`src/isqrt64_pkg.sv`:
```
// isqrt64_pkg: shared types and constants for the 64-bit integer square root.
// Used by isqrt64_cell and integer_square_root_64; no dependencies.
`timescale 1ns / 1ps
package isqrt64_pkg;

   localparam int RAD_W     = 64;             // radicand width
   localparam int ROOT_W    = 32;             // root width
   localparam int STEPS     = RAD_W / 2;      // one root bit per step
   localparam int NUM_CELLS = ROOT_W / 2 + 1; // 2-bit slices, 34-bit remainder
   localparam int CNT_W     = $clog2(STEPS);

   typedef logic [1:0] digit_type;

   // Broadcast control from the sequencer to every cell.
   typedef struct packed {
      logic step;     // cells load their next state
      logic restart;  // cells treat their held state as zero
      logic take;     // subtract accepted: root bit is one
   } cell_ctrl_type;

endpackage

```
`src/isqrt64_cell.sv`:
```
// isqrt64_cell: one 2-bit slice of remainder and partial root, with its
// slice of the borrow chain. Depends on isqrt64_pkg.
`timescale 1ns / 1ps
module isqrt64_cell (
   input  logic                       clock,
   input  isqrt64_pkg::cell_ctrl_type ctrl,
   input  isqrt64_pkg::digit_type     rem_link_i,  // lower neighbor's remainder pair
   input  isqrt64_pkg::digit_type     trial_i,     // trial pair (root shifted by two)
   input  logic                       shift_i,     // root bit shifted in from below
   input  logic                       borrow_i,
   output logic                       borrow_o,
   output isqrt64_pkg::digit_type     rem_link_o,
   output isqrt64_pkg::digit_type     root_link_o,
   output isqrt64_pkg::digit_type     root_o
);
   import isqrt64_pkg::*;

   digit_type  rem_ff;
   digit_type  root_ff;
   digit_type  rem_in;
   digit_type  root_in;
   logic [2:0] diff;

   // held state reads as zero on the restart step
   assign rem_link_o  = ctrl.restart ? 2'b00 : rem_ff;
   assign root_link_o = ctrl.restart ? 2'b00 : root_ff;
   assign root_o      = root_ff;

   assign diff     = {1'b0, rem_link_i} - {1'b0, trial_i} - {2'b00, borrow_i};
   assign borrow_o = diff[2];

   assign rem_in  = ctrl.take ? diff[1:0] : rem_link_i;
   assign root_in = {root_link_o[0], shift_i};

   always_ff @(posedge clock) begin
      if (ctrl.step) begin
         rem_ff  <= rem_in;
         root_ff <= root_in;
      end
   end

endmodule

```
`src/integer_square_root_64.sv`:
```
// integer_square_root_64: floor square root of a 64-bit unsigned radicand.
// Depends on isqrt64_pkg and isqrt64_cell.
`timescale 1ns / 1ps
// Usage
//   Request: drive req_radicand and raise start. The request is taken at a
//   rising edge where start is high and busy is low.
//   Response: rsp_valid is high for exactly one cycle with rsp_root, the
//   floor square root. The receiver cannot stall; it must take the response
//   in that cycle.
//   Overlap: busy rises at the accept edge and is already low in the strobe
//   cycle, so a new request may be taken there.
//   Rate is set by the digit recurrence: one root bit per cycle, resolved by
//   a single 34-bit borrow ripple through a row of 17 two-bit cells.
//   Each cycle the radicand feeds two bits into the bottom cell, each cell
//   passes its remainder pair up to its neighbor, and the root shifts left
//   by one bit through the cells.
//   Reset: clears busy and the response strobe; an in-flight request is
//   dropped. The cell datapath needs no reset, since the accept step masks it.
module integer_square_root_64 (
   input  logic                             clock,
   input  logic                             reset,
   input  logic                             start,
   output logic                             busy,
   input  logic [isqrt64_pkg::RAD_W-1:0]    req_radicand,
   output logic                             rsp_valid,
   output logic [isqrt64_pkg::ROOT_W-1:0]   rsp_root
);
   import isqrt64_pkg::*;

   localparam int LAST = NUM_CELLS - 1;

   logic                     busy_ff;
   logic                     busy_in;
   logic                     rsp_valid_ff;
   logic                     rsp_valid_in;
   logic [CNT_W-1:0]         cnt_ff;      // busy steps still to run, counting the current one
   logic [CNT_W-1:0]         cnt_in;
   logic [RAD_W-1:0]         rad_ff;      // radicand digit feed, top pair first
   logic [RAD_W-1:0]         rad_in;

   logic                     accept;
   cell_ctrl_type            ctrl;
   digit_type                feed_pair;
   logic [NUM_CELLS:0]       borrow;
   digit_type                rem_link  [NUM_CELLS];
   digit_type                root_link [NUM_CELLS];
   digit_type                rem_top;
   logic [2*NUM_CELLS-1:0]   root_all;

   assign accept = start && !busy_ff;

   // ---------------------------------------------------------------
   // Sequencer: accept step, then STEPS-1 busy steps
   // ---------------------------------------------------------------
   always_comb begin
      busy_in      = busy_ff;
      cnt_in       = cnt_ff;
      rsp_valid_in = 1'b0;
      if (accept) begin
         busy_in = 1'b1;
         cnt_in  = CNT_W'(STEPS - 1);
      end else if (busy_ff) begin
         cnt_in = cnt_ff - 1'b1;
         if (cnt_ff == CNT_W'(1)) begin
            busy_in      = 1'b0;
            rsp_valid_in = 1'b1;
         end
      end
   end

   always_ff @(posedge clock) begin
      if (reset) begin
         busy_ff      <= 1'b0;
         rsp_valid_ff <= 1'b0;
         cnt_ff       <= '0;
      end else begin
         busy_ff      <= busy_in;
         rsp_valid_ff <= rsp_valid_in;
         cnt_ff       <= cnt_in;
      end
   end

   // ---------------------------------------------------------------
   // Radicand feed: the accept step consumes the top pair directly
   // ---------------------------------------------------------------
   assign feed_pair = accept ? req_radicand[RAD_W-1 -: 2] : rad_ff[RAD_W-1 -: 2];
   assign rad_in    = accept ? {req_radicand[RAD_W-3:0], 2'b00}
                             : {rad_ff[RAD_W-3:0], 2'b00};

   always_ff @(posedge clock) begin
      if (ctrl.step) begin
         rad_ff <= rad_in;
      end
   end

   // ---------------------------------------------------------------
   // Cell row: remainder minus (root*4 + 1), borrow rippling upward
   // ---------------------------------------------------------------
   assign borrow[0]    = 1'b0;
   assign ctrl.step    = accept || busy_ff;
   assign ctrl.restart = accept;
   assign ctrl.take    = !borrow[NUM_CELLS];  // no borrow: remainder >= trial

   genvar j;
   generate
      for (j = 0; j < NUM_CELLS; j++) begin : g_cell
         digit_type rem_src;
         digit_type trial_src;
         logic      shift_src;

         if (j == 0) begin : g_bottom
            assign rem_src   = feed_pair;
            assign trial_src = 2'b01;
            assign shift_src = ctrl.take;
         end else begin : g_upper
            assign rem_src   = rem_link[j-1];
            assign trial_src = root_link[j-1];
            assign shift_src = root_link[j-1][1];
         end

         isqrt64_cell u_cell (
            .clock       (clock),
            .ctrl        (ctrl),
            .rem_link_i  (rem_src),
            .trial_i     (trial_src),
            .shift_i     (shift_src),
            .borrow_i    (borrow[j]),
            .borrow_o    (borrow[j+1]),
            .rem_link_o  (rem_link[j]),
            .root_link_o (root_link[j]),
            .root_o      (root_all[2*j +: 2])
         );
      end
   endgenerate

   assign rem_top = rem_link[LAST];

   assign busy      = busy_ff;
   assign rsp_valid = rsp_valid_ff;
   assign rsp_root  = root_all[ROOT_W-1:0];

   // ---------------------------------------------------------------
   // Assertions
   // ---------------------------------------------------------------
   // Every accepted request is answered by the response strobe.
   a_latency: assert property (@(posedge clock) disable iff (reset)
      accept |-> ##(STEPS) rsp_valid_ff)
      else $error("response strobe missing after fixed latency");

   // busy only drops together with the response strobe.
   a_busy_fall: assert property (@(posedge clock) disable iff (reset)
      $fell(busy_ff) |-> rsp_valid_ff)
      else $error("busy dropped without a response");

   // Mid-computation the remainder and root stay below 2^32.
   a_headroom: assert property (@(posedge clock) disable iff (reset)
      busy_ff |-> (rem_top == 2'b00) && (root_link[LAST] == 2'b00))
      else $error("cell row overflow into top slice");

   // The finished root fits in 32 bits.
   a_root_fits: assert property (@(posedge clock) disable iff (reset)
      rsp_valid_ff |-> (root_all[2*NUM_CELLS-1:ROOT_W] == '0))
      else $error("root exceeds 32 bits");

endmodule
```
`config.mk`:
```
export PLATFORM = sky130hd
export DESIGN_NAME = integer_square_root_64
export DESIGN_NICKNAME = d
export VERILOG_FILES = /design/src/isqrt64_pkg.sv /design/src/isqrt64_cell.sv /design/src/integer_square_root_64.sv
export SDC_FILE = /design/constraint.sdc
export NUM_CORES = 1
export LEC_CHECK = 0
export BUFFER_PORTS_ARGS = -buffer_cell sky130_fd_sc_hd__buf_2
export CORE_UTILIZATION = 50
export DETAILED_ROUTE_END_ITERATION = 16
export PLACE_DENSITY = 0.8
export SLEW_MARGIN = 10
export SYNTH_ARGS = -nofsm -noshare
export SYNTH_HDL_FRONTEND = slang
export SYNTH_SLANG_ARGS = --single-unit
```
`constraint.sdc`:
```
create_clock -name clock -period 12.5 [get_ports clock]
set_clock_uncertainty 0.15 [all_clocks]
set_input_delay 1.25 -clock clock [delete_from_list [all_inputs] [get_ports clock]]
set_output_delay 1.25 -clock clock [all_outputs]
set_load 0.1 [all_outputs]
```
Word level (Yosys, flattened, before mapping)
Index checks and enable logic that the tools add are counted.
- bitwise operators: 1
- eq/ne operators: 1
- reduce and logical (&&, ||, !) cells: 6
- $add $sub $neg: 34
- mux-type cells: 56
- operators by type and width (operator ; count):
    $mux W2 ; 49
    $mux W64 ; 1
    $sub A2 B2 Y3 ; 16
    $sub A3 B1 Y3 ; 16
    $mux W5 ; 2
    $eq A5 B1 Y1 const B ; 1
    $sub A5 B1 Y5 const B ; 1
    $mux W1 ; 4
    $reduce_or A3 Y1 ; 1
    $sub A2 B1 Y3 const B ; 1
    $logic_not A1 Y1 ; 2
    $reduce_bool A2 Y1 ; 1
    $logic_and A1 B1 Y1 ; 1
    $logic_or A1 B1 Y1 ; 1
    $not A1 Y1 ; 1
- input bits: 67
- output and inout bits: 34
- logic and storage cells: 134
- register bits: 135

Depth between registers and ports, before layout
Gate-level depths: netlist (run 1).
- word-level depth: 21
- mapped depth: 70

By module
A second synthesis (run 1) with hierarchy kept.
- cells, all modules: 454
- area total of the unflattened synthesis: 6988.0 um^2
- modules (own cells, without submodules) (module ; area an instance (um^2) ; times used ; cells an instance ; sequential area each (um^2)):
    integer_square_root_64 ; 3173.0 ; 1 ; 171 ; 2001.9
    isqrt64_cell at g_cell[0].u_cell ... ; 224.0 ; 11 ; 17 ; 120.1
    isqrt64_cell at g_cell[14].u_cell ... ; 225.2 ; 6 ; 16 ; 120.1

Least setup slack after synthesis (run 1)
No wires, ideal clock.
- kind: input to register
- start: input start
- end: register g_cell[2].u_cell.rem_ff[1] (data pin)
- data arrival time: 13.166 ns
- path slack: -1.079 ns
- library setup time: 0.262 ns
- data required time: 12.088 ns
- stages on the path: 70
- path through: nand2b_4 -> buf_6 -> buf_6 -> mux2i_1 -> ha_1 -> fa_1 -> inv_1 -> fa_1 -> inv_1 -> fa_1 -> inv_1 -> fa_1 -> inv_1 -> fa_1 -> inv_1 -> fa_1 -> inv_1 -> fa_1 -> (+34 left out) -> inv_1 -> fa_1 -> inv_1 -> fa_1 -> inv_1 -> fa_1 -> inv_1 -> fa_1 -> inv_1 -> fa_1 -> inv_1 -> fa_1 -> ha_1 -> a31o_2 -> ha_1 -> a31oi_4 -> buf_6 -> mux2_1
- word-level cells in the longest chain between the ends: 20
- elaborated cells between the ends (all ways): 68
- classes of those cells: add/sub: 33; mux: 34; reduce/logical: 1
- ends and longest elaborated chain (what ; RTL line ; source):
    from (decl) ; integer_square_root_64.sv:22 ; input logic start,
    $logic_and A1 B1 Y1 (*) ; integer_square_root_64.sv:50 ; assign accept = start && !busy_ff;
    $mux W2, on equally long branches ; isqrt64_cell.sv:25, integer_square_root_64.sv:86, isqrt64_cell.sv:26 ;
    $sub A2 B2 Y3 or $sub A2 B1 Y3 (tied branches) ; isqrt64_cell.sv:29 ; assign diff = {1'b0, rem_link_i} - {1'b0, trial_i} - {2'b00, borrow_i};
    $sub A3 B1 Y3 (16 in a row) ; isqrt64_cell.sv:29 ;
    $mux W2 (*) ; isqrt64_cell.sv:32 ; assign rem_in = ctrl.take ? diff[1:0] : rem_link_i;
    net g_cell[2].u_cell.rem_in[1] ; isqrt64_cell.sv:20 ; digit_type rem_in;
    to (signal assigned) ; isqrt64_cell.sv:37 ; rem_ff <= rem_in;
    to (decl) ; isqrt64_cell.sv:18 ; digit_type rem_ff;
Mark *: on every way through the listed nets, which the timed path passes. The rest lies on a longest branch.
A chain may end at the register's enable or synchronous reset.

Final worst setup path (run 1)
- start: input start
- end: register g_cell[15].u_cell.rem_ff[1] (data pin)
- word-level cells in the longest chain between the ends: 20
- elaborated cells between the ends (all ways): 68
- classes of those cells: add/sub: 33; mux: 34; reduce/logical: 1
- ends and longest elaborated chain (what ; RTL line):
    $logic_and A1 B1 Y1 (*) ; integer_square_root_64.sv:50
    $mux W2, on equally long branches ; isqrt64_cell.sv:25, integer_square_root_64.sv:86, isqrt64_cell.sv:26
    $sub A2 B2 Y3 or $sub A2 B1 Y3 (tied branches) ; isqrt64_cell.sv:29
    $sub A3 B1 Y3 (16 in a row) ; isqrt64_cell.sv:29
    $mux W2 (*) ; isqrt64_cell.sv:32
    net g_cell[15].u_cell.rem_in[1] ; isqrt64_cell.sv:20
    to (signal assigned) ; isqrt64_cell.sv:37
    to (decl) ; isqrt64_cell.sv:18
Marks and branches as above.

==> flow_summary_export.csv, run 1 <==
group,metric,value,unit
cts,cts_max_level,4,
synthesis,syn_area_per_cell,15.5,um2
placement,place.detailed.instances,690,
global_route,via_count_of_the_first_global_routing_pass,3727,
synthesis,post_synthesis_net_count,521,
timing,fmax,0.0797,GHz
worst_setup_path,cp_slowest_cell,"sky130_fd_sc_hd__fa_2",
power_and_ir_drop,total_leakage_power,3.36,nW
global_route,grt_pass1_wl,18100,um
worst_setup_path,crit_fanout,8,
timing,worst-slew-pin-transition,0.848,ns
global_route,pin_count_of_the_biggest_net_entering_global_routing,70,
timing,final.setup.tns,-0.687,ns
finish,finalNonFillerCells,730,
worst_setup_path,critical_path.most_common_cell,"sky130_fd_sc_hd__fa_2",
min_path,hold_start,"cnt_ff[3]",
power_and_ir_drop,vdd.ir_drop.worst,0.104,mV
timing,period_needed,12.55,ns
timing,final-hold-violation-count,0,
worst_setup_path,max_stage_delay,0.35,ns
floorplanning,floorplan.die_area,13400,um2
cts,cts_buffers,17,
detailed_routing,avgRoutedWirePerCell,15.7,um
synthesis,synth-xor-area-share,0.00135,
detailed_routing,vias,3610,
floorplanning,std_cell_rows,41,
timing,timing.final.crit_share,1.00,
global_route,groute.usage.overall,0.183,
synthesis,synth_warnings,0,
cts,cts_tree,"built",
status,status,"finished with violations",
placement,detailedPlacementHpwl,7380,um
worst_setup_path,worst_r2r_startpoint,"busy",
synthesis,yosys-mux-area-fraction,0.166,
power_and_ir_drop,totalPowerFinal,1.79,mW
power_and_ir_drop,cellPowerDensity,224,nW/um2
timing,timing.final.setup_violations,16,
floorplanning,initial_cell_density_of_the_core,0.513,
synthesis,synth_compound_gate_area_share,0.0135,
worst_setup_path,cp_data_required_time,12.50,ns
timing,final_max_slew_viol_count,0,
detailed_routing,route.antenna.remaining_nets,0,
synthesis,ys_ff_latch,133,
finish,num-nets-final,647,
worst_setup_path,setup.worst_path.end_class,"flip-flop",
worst_setup_path,cp-startpoint,"start",
detailed_routing,vias_per_cell,4.95,
timing,setup_slack,-0.0532,ns
floorplanning,ports,101,
timing,slew-limit-headroom,0.434,
synthesis,synth_seq_area_share,0.606,
global_route,grt_overflow,0,
detailed_routing,drt_drc_violations_left,0,
detailed_routing,drtIter0Drc,206,
worst_setup_path,signal_arrival_time_at_the_worst_endpoint,12.56,ns
synthesis,yosysUniqueCellTypes,29,
cts,root_buffer,"sky130_fd_sc_hd__clkbuf_16",
finish,fraction_of_final_layout_cells_sized_beyond_drive_strength_1,0.523,
detailed_routing,wirelength,11500,um
detailed_routing,drtPass1Iterations,4,
floorplanning,dieHeight,116,um
placement,dp_slack,-0.534,ns
synthesis,combinational_family_with_the_most_area_after_synthesis,"multiplexers",
floorplanning,core_region_area,12600,um2
placement,gp_congestion,0.742,
synthesis,synth-simple-area-share,0.0613,
timing,fin_hold_ws,0.375,ns
cts,clkLatencyLatePin,0.41,ns
global_route,antenna_found_initial,1,
cts,tritoncts_sink_count,133,
finish,areaGrowthSynthToFinish,23.4,%
finish,antennaDiodeCount,0,
cts,cts_max_path_buffers,2,
synthesis,post_synth_inst_count,419,
min_path,hold_path_class,"reg2reg",
worst_setup_path,worst_setup_path_type,"in2reg",
status,violations,"negative setup slack",
floorplanning,die_w,116,um
synthesis,netlist_area_pre_place,6470,um2
cts,ctsHoldBuffers,0,
worst_setup_path,critPathLaunchType,"primary input",
placement,port_buffers,100,
job,max_cap_viol_count,0,
cts,clkTransAtPathRegs,0.05,ns
timing,unrepaired_setup_endpoints_after_global_routing,"true",
synthesis,synth_adder_area_share,0.102,
==> flip-flops by register name, indices dropped and copies added, names as in the netlist <==
register	flops
rad_ff	62
g_cell.u_cell.rem_ff	32
g_cell.u_cell.root_o	32
cnt_ff	5
busy	1
rsp_valid	1
==> metrics by stage <==
step           instance area, um2  utilization
4_1_cts                      7940        0.629
6_report                     7990        0.633
2_1_floorplan                6590            -
3_3_place_gp                 7320        0.580
5_1_grt                      7990        0.633
3_5_place_dp                 7320        0.580
==> what timing repair did <==
action / CTS / global route
gates cloned: 2 / 0
pin swaps: 0 / 1
hold endpoints to repair: 0 / 0
resized for setup: 24 / 4
endpoints found under the setup margin: 26 / 33
setup buffers: 2 / 4
==> layer usage <==
layer	track usage	up-vias	wire [um]
li1	-	1727	-
met1	0.226	1798	4750
met2	0.306	70	6130
met3	0.0601	13	500
met4	0.0564	2	89
met5	0	-	18
==> synth_stat cells, drive strengths merged <==
library cell | n | area (um2)
edfxtp | 126 | 3780
mux2 | 75 | 886
inv | 51 | 191
nand2 | 33 | 124
and2 | 30 | 188
fa | 30 | 601
mux2i | 19 | 190
buf | 16 | 119
dfxtp | 7 | 140
ha | 5 | 62.6
nor2 | 5 | 18.8
a211oi | 3 | 22.5
nand2b | 3 | 26.3
nor3 | 3 | 15.0
a21oi | 2 | 10.0
a311oi | 2 | 17.5
clkbuf | 2 | 7.51
a31o | 1 | 8.76
a31oi | 1 | 21.3
and3b | 1 | 8.76
nor3b | 1 | 7.51
nor4b | 1 | 8.76
o31ai | 1 | 7.51
xor2 | 1 | 8.76
==> report_power, final <==
| group | switching [mW] | internal, mW |
|---|---|---|
| Sequential | 0.0312 | 0.632 |
| Combinational | 0.369 | 0.327 |
| Clock | 0.171 | 0.262 |
==> kinds of logic after synthesis <==
family,after synthesis
AOI/OAI and AO/OA,10
xor gates and xnor gates,1
adders and majority gates,35
buffers and inverters,69
DFF,133
muxes,94
and+or+nand+nor,77
==> layout make-up <==
type,count,area [um2]
fill,990,4630
sequential,133,3920
multi-input combinational,217,2400
timing repair buffer,125,751
clock buffer,27,483
tap,172,215
inverter,51,194
clock inverter,5,26.3
==> layout by cell type (no fill, tap or decap), types with 15 or more instances in the layout <==
cell type	instances
sky130_fd_sc_hd__inv_1	21
sky130_fd_sc_hd__edfxtp_1	126
sky130_fd_sc_hd__fa_2	30
sky130_fd_sc_hd__and2_1	29
sky130_fd_sc_hd__clkbuf_16	17
sky130_fd_sc_hd__mux2_2	60
sky130_fd_sc_hd__mux2i_1	17
sky130_fd_sc_hd__buf_4	22
sky130_fd_sc_hd__inv_2	29
sky130_fd_sc_hd__nand2_1	33
sky130_fd_sc_hd__buf_2	99
sky130_fd_sc_hd__mux2_4	15
==> worst paths after layout <==
check        cells after the start  slack, ns                           to
max reg2reg                     69       0.49  g_cell[15].u_cell.rem_ff[1]
min reg2reg                      1       0.37                    cnt_ff[3]
min                              1       0.37                    cnt_ff[3]
max                             70      -0.05  g_cell[15].u_cell.rem_ff[1]
==> critical path: cells and delay by family <==
| family | cells | cell delay (ns) |
|---|---|---|
| fa+ha+maj | 33 | 8.30 |
| buf+inv | 32 | 1.84 |
| mux | 2 | 0.60 |
| compound gates | 2 | 0.43 |
| simple gates | 1 | 0.12 |
(Power assumes the default switching activity.)
==> run 2: changes to the inputs <==
--- a/config.mk
+++ b/config.mk
@@ -9,6 +9,7 @@
 export CORE_UTILIZATION = 50
 export DETAILED_ROUTE_END_ITERATION = 16
 export PLACE_DENSITY = 0.8
+export REMOVE_ABC_BUFFERS = 1
 export SLEW_MARGIN = 10
 export SYNTH_ARGS = -nofsm -noshare
 export SYNTH_HDL_FRONTEND = slang
==> flow_summary_export.csv, run 2 (synthesis gave the netlist of run 1 again) <==
group,metric,value,unit
finish,design_area,8200,um2
cts,cts_max_level,4,
finish,largest_register_ffs,62,
timing,timing.final.crit_share,1.01,
timing,unrepaired_setup_endpoints_after_global_routing,"true",
timing,fmax,0.0789,GHz
status,status,"finished with violations",
placement,port_buffers,100,
timing,setup_slack,-0.182,ns
finish,filler_cell_count,965,
floorplanning,die_w,116,um
worst_setup_path,setup.worst_path.end_class,"flip-flop",
detailed_routing,drtIter0Drc,206,
detailed_routing,wirelength,11700,um
worst_setup_path,crit_fanout,7,
worst_setup_path,worst_setup_path_type,"in2reg",
detailed_routing,avgRoutedWirePerCell,15.9,um
floorplanning,initial_cell_density_of_the_core,0.513,
finish,antennaDiodeCount,0,
worst_setup_path,cp_top_family,"adder cells",
worst_setup_path,setup.reg_to_reg.worst_slack,0.36,ns
timing,final-hold-violation-count,0,
worst_setup_path,signal_arrival_time_at_the_worst_endpoint,12.70,ns
worst_setup_path,cp_slowest_cell,"sky130_fd_sc_hd__fa_2",
placement,place.detailed.instances,690,
worst_setup_path,critical_path.most_common_cell,"sky130_fd_sc_hd__fa_2",
floorplanning,dieHeight,116,um
cts,tritoncts_sink_count,133,
finish,fraction_of_final_layout_cells_sized_beyond_drive_strength_1,0.542,
timing,timing.final.setup_violations,33,
global_route,via_count_of_the_first_global_routing_pass,3909,
status,violations,"negative setup slack",
power_and_ir_drop,cellPowerDensity,240,nW/um2
placement,dpl_cell_area,7220,um2
cts,ctsHoldBuffers,0,
detailed_routing,vias,3652,
timing,worst-slew-pin-transition,0.875,ns
detailed_routing,vias_per_cell,4.97,
worst_setup_path,worst_r2r_startpoint,"busy",
finish,largest-register,"rad_ff",
worst_setup_path,cp.buffers_inverters,32,
cts,root_buffer,"sky130_fd_sc_hd__clkbuf_16",
finish,finalNonFillerCells,735,
placement,dp_slack,-1.74,ns
worst_setup_path,max_stage_delay,0.39,ns
detailed_routing,drt_drc_violations_left,0,
timing,final_max_slew_viol_count,0,
floorplanning,floorplan.die_area,13400,um2
global_route,grt_pass1_wl,19100,um
placement,gp_congestion,0.750,
detailed_routing,drtPass1Iterations,4,
timing,fin_hold_ws,0.377,ns
finish,final_util,0.650,
placement,detailedPlacementHpwl,7090,um
detailed_routing,route.antenna.remaining_nets,0,
global_route,groute.usage.overall,0.191,
timing,slew-limit-headroom,0.417,
cts,cts_tree,"built",
cts,clkLatencyLatePin,0.42,ns
power_and_ir_drop,total_leakage_power,3.47,nW
cts,cts_buffers,17,
global_route,pin_count_of_the_biggest_net_entering_global_routing,69,
worst_setup_path,critPathLaunchType,"primary input",
finish,areaGrowthSynthToFinish,26.6,%
timing,period_needed,12.68,ns
min_path,hold_start,"cnt_ff[4]",
finish,num-nets-final,652,
floorplanning,std_cell_rows,41,
power_and_ir_drop,vdd.ir_drop.worst,0.116,mV
cts,clkTransAtPathRegs,0.06,ns
worst_setup_path,cp_data_required_time,12.51,ns
floorplanning,ports,101,
global_route,grt_overflow,0,
finish,most-common-layout-cells,"126 x sky130_fd_sc_hd__edfxtp_1, 99 x sky130_fd_sc_hd__buf_2, 60 x sky130_fd_sc_hd__mux2_2",
min_path,hold_path_class,"reg2reg",
floorplanning,core_region_area,12600,um2
finish,layout.cells.most_common,"sky130_fd_sc_hd__edfxtp_1",
worst_setup_path,cp-startpoint,"start",
job,max_cap_viol_count,0,
global_route,antenna_found_initial,0,
cts,cts_max_path_buffers,2,
## run 2: worst reg2reg max path: cells and delay by family, from the launching register on
family / cells / cell delay (ns)
flip-flops: 1 / 0.33
buffers and inverters: 31 / 1.82
AO/OA/AOI/OAI: 2 / 0.39
adder cells (fa/ha/maj): 33 / 8.50
AND/OR/NAND/NOR: 1 / 0.16
multiplexers: 2 / 0.55
## run 2: worst paths after layout
kind | cells past startpoint | to
worst max register to register | 69 | g_cell[7].u_cell.rem_ff[1]
worst min register to register | 2 | cnt_ff[4]
worst min-delay path | 2 | cnt_ff[4]
worst max-delay path | 70 | g_cell[7].u_cell.rem_ff[1]
## run 2: area by class of cell
class                           instances  area [um2]  share of cell area
Multi-Input combinational cell        217        2370               0.289
Clock inverter                         12         203              0.0247
Clock buffer                           20         447              0.0545
Timing Repair Buffer                  130         847               0.103
Inverter                               51         194              0.0237
Sequential cell                       133        3920               0.479
Tap cell                              172         215              0.0263
## run 2: timing repair
| item | CTS | global route |
|---|---|---|
| endpoints found under the setup margin | 33 | 33 |
| resized for setup | 82 | 3 |
| gates cloned | 2 | 0 |
| buffers inserted | 11 | 0 |
| pin swaps | 34 | 0 |
## run 2: metal layers
layer	track usage	routed length, um	vias to the layer above
met3	0.0659	683	23
li1	-	-	1736
met1	0.225	4850	1798
met4	0.0880	277	0
met5	0	0	-
met2	0.317	5880	95
## run 2: per-stage QoR
step / power [mW] / TNS, ns
after floorplan: 1.12 / -72.14
after global placement: 1.23 / -45.89
after detailed placement: 1.27 / -53.19
after CTS: 1.97 / -1.01
after global routing: 2.07 / -16.96
final: 1.97 / -3.90
## run 2: power by group
part           internal, mW  switching [mW]
Clock                 0.359           0.186
Combinational         0.364           0.394
Sequential            0.632          0.0323
Total                  1.36           0.612
==> run 3: changes to the inputs <==
--- a/config.mk
+++ b/config.mk
@@ -5,7 +5,7 @@
 export SDC_FILE = /design/constraint.sdc
 export NUM_CORES = 1
 export LEC_CHECK = 0
-export BUFFER_PORTS_ARGS = -buffer_cell sky130_fd_sc_hd__buf_2
+export BUFFER_PORTS_ARGS = -buffer_cell sky130_fd_sc_hd__buf_4
 export CORE_UTILIZATION = 50
 export DETAILED_ROUTE_END_ITERATION = 16
 export PLACE_DENSITY = 0.8
==> flow_summary_export.csv, run 3 (synthesis gave the netlist of run 1 again) <==
group,metric,value,unit
status,status,"finished with violations",
global_route,grt_pass1_wl,18900,um
detailed_routing,vias,3649,
finish,areaGrowthSynthToFinish,28.6,%
placement,gp_congestion,0.758,
detailed_routing,drt_drc_violations_left,0,
timing,slew-limit-headroom,0.438,
worst_setup_path,setup.reg_to_reg.worst_slack,0.46,ns
floorplanning,ports,101,
detailed_routing,wirelength,11200,um
placement,port_buffers,100,
cts,root_buffer,"sky130_fd_sc_hd__clkbuf_16",
timing,worst-slew-pin-transition,0.843,ns
detailed_routing,avgRoutedWirePerCell,15.2,um
status,violations,"negative setup slack",
worst_setup_path,worst_setup_path_type,"in2reg",
power_and_ir_drop,cellPowerDensity,226,nW/um2
power_and_ir_drop,comb_power_share,0.390,
global_route,groute.usage.overall,0.190,
finish,fraction_of_final_layout_cells_sized_beyond_drive_strength_1,0.532,
finish,largest-register,"rad_ff",
power_and_ir_drop,internal_power,1.30,mW
floorplanning,core_region_area,12600,um2
finish,final_util,0.660,
cts,cts_buffers,17,
finish,num-nets-final,651,
finish,multiInputGateArea,2370,um2
floorplanning,initial_cell_density_of_the_core,0.513,
global_route,antenna_found_initial,0,
power_and_ir_drop,switching_power,582,uW
worst_setup_path,reg2reg_depth,70,
power_and_ir_drop,netSwitchingFraction,0.309,
min_path,hold_path_class,"reg2reg",
finish,filler_cell_count,934,
placement,detailedPlacementHpwl,7090,um
timing,final-hold-violation-count,0,
global_route,grt_overflow,0,
cts,cts_tree,"built",
cts,clkTransAtPathRegs,0.05,ns
worst_setup_path,cp_slowest_cell,"sky130_fd_sc_hd__fa_2",
finish,layout.cells.most_common,"sky130_fd_sc_hd__edfxtp_1",
power_and_ir_drop,clockPowerShare,0.257,
timing,final_max_slew_viol_count,0,
worst_setup_path,cp_top_family,"adder cells",
min_path,whs_endpoint,"cnt_ff[3]",
power_and_ir_drop,vdd.ir_drop.worst,0.103,mV
cts,cts_max_path_buffers,2,
floorplanning,floorplan.die_area,13400,um2
timing,fin_hold_ws,0.372,ns
worst_setup_path,setup.worst_path.end_class,"flip-flop",
finish,largest_register_ffs,62,
min_path,hold_start,"cnt_ff[3]",
cts,tritoncts_sink_count,133,
detailed_routing,vias_per_cell,4.97,
timing,period_needed,12.58,ns
global_route,pin_count_of_the_biggest_net_entering_global_routing,67,
cts,cts_max_level,4,
worst_setup_path,crit-reg2reg-capture,"g_cell[4].u_cell.rem_ff[1]",
timing,unrepaired_setup_endpoints_after_global_routing,"true",
floorplanning,dieHeight,116,um
detailed_routing,drtIter0Drc,185,
cts,clkLatencyLatePin,0.41,ns
placement,dp_slack,-1.78,ns
global_route,via_count_of_the_first_global_routing_pass,3959,
power_and_ir_drop,total_leakage_power,3.50,nW
detailed_routing,drtPass1Iterations,4,
finish,most-common-layout-cells,"126 x sky130_fd_sc_hd__edfxtp_1, 123 x sky130_fd_sc_hd__buf_4, 60 x sky130_fd_sc_hd__mux2_2",
floorplanning,die_w,116,um
job,max_cap_viol_count,0,
timing,setup_slack,-0.0831,ns
worst_setup_path,worst_r2r_startpoint,"busy",
cts,ctsHoldBuffers,0,
finish,ff_latch_area,3920,um2
floorplanning,std_cell_rows,41,
worst_setup_path,cp_data_required_time,12.51,ns
worst_setup_path,crit_fanout,8,
timing,fmax,0.0795,GHz
power_and_ir_drop,seq_power_share,0.353,
min_path,hold-path-cell-count,1,
worst_setup_path,max_stage_delay,0.36,ns
finish,antennaDiodeCount,0,
worst_setup_path,critical_path.most_common_cell,"sky130_fd_sc_hd__fa_2",
detailed_routing,route.antenna.remaining_nets,0,
worst_setup_path,signal_arrival_time_at_the_worst_endpoint,12.59,ns
timing,timing.final.setup_violations,21,
worst_setup_path,cp.buffers_inverters,32,
timing,timing.final.crit_share,1.01,
worst_setup_path,critPathLaunchType,"primary input",
run 3: routing by layer:
| metal | GRT usage | vias to the layer above | part of all wire |
|---|---|---|---|
| met3 | 0.0696 | 20 | 0.063 |
| met1 | 0.232 | 1805 | 0.43 |
| met2 | 0.303 | 100 | 0.49 |
| li1 | - | 1724 | - |
| met4 | 0.0855 | 0 | 0.021 |
| met5 | 0 | - | 0 |
run 3: repair_timing:
item	in CTS	in global routing
endpoints found under the setup margin	33	33
pin swaps	34	0
gates resized for setup	74	0
setup buffers	7	0
gates cloned	2	0
run 3: cell type report:
class                           instances  area share
Timing Repair Buffer                  129       0.127
Sequential cell                       133       0.471
Tap cell                              172      0.0258
Multi-Input combinational cell        217       0.284
Clock inverter                         13      0.0167
Inverter                               51      0.0233
Clock buffer                           19      0.0520
run 3: worst register-to-register path, delay by kind of cell (launching register included):
family	cells	cell delay (ns)
mux	1	0.31
buf+inv	33	2.10
flops	1	0.31
compound gates	2	0.38
simple gates	2	0.33
fa+ha+maj	32	8.23
run 3: worst max-delay path by stage:
stage	end	start	slack, ns	cells after the start
finish	g_cell[4].u_cell.rem_ff[1]	start	-0.08	70
global route	g_cell[4].u_cell.rem_ff[1]	start	-0.51	70
CTS	g_cell[7].u_cell.rem_ff[1]	start	-0.05	70
detailed placement	g_cell[7].u_cell.rem_ff[1]	start	-1.78	69
global placement	g_cell[7].u_cell.rem_ff[1]	start	-1.52	69
floorplan	g_cell[7].u_cell.rem_ff[1]	busy	-2.33	67
run 3: power groups by stage:
stage	clock network, mW	logic (mW)	registers (mW)
floorplan	0	0.347	0.771
finish	0.483	0.734	0.665
global placement	0	0.587	0.668
global route	0.510	0.806	0.675
detailed placement	0	0.610	0.672
CTS	0.494	0.735	0.665
run 3: through the flow:
step | std cells | TNS, ns | power (mW) | cell area (um2)
finish | 734 | -1.08 | 1.88 | 8330
floorplan | 401 | -72.14 | 1.12 | 6350
global placement | 693 | -46.36 | 1.26 | 7490
CTS | 734 | -0.502 | 1.89 | 8330
detailed placement | 693 | -54.83 | 1.28 | 7490
global route | 734 | -14.82 | 1.99 | 8330
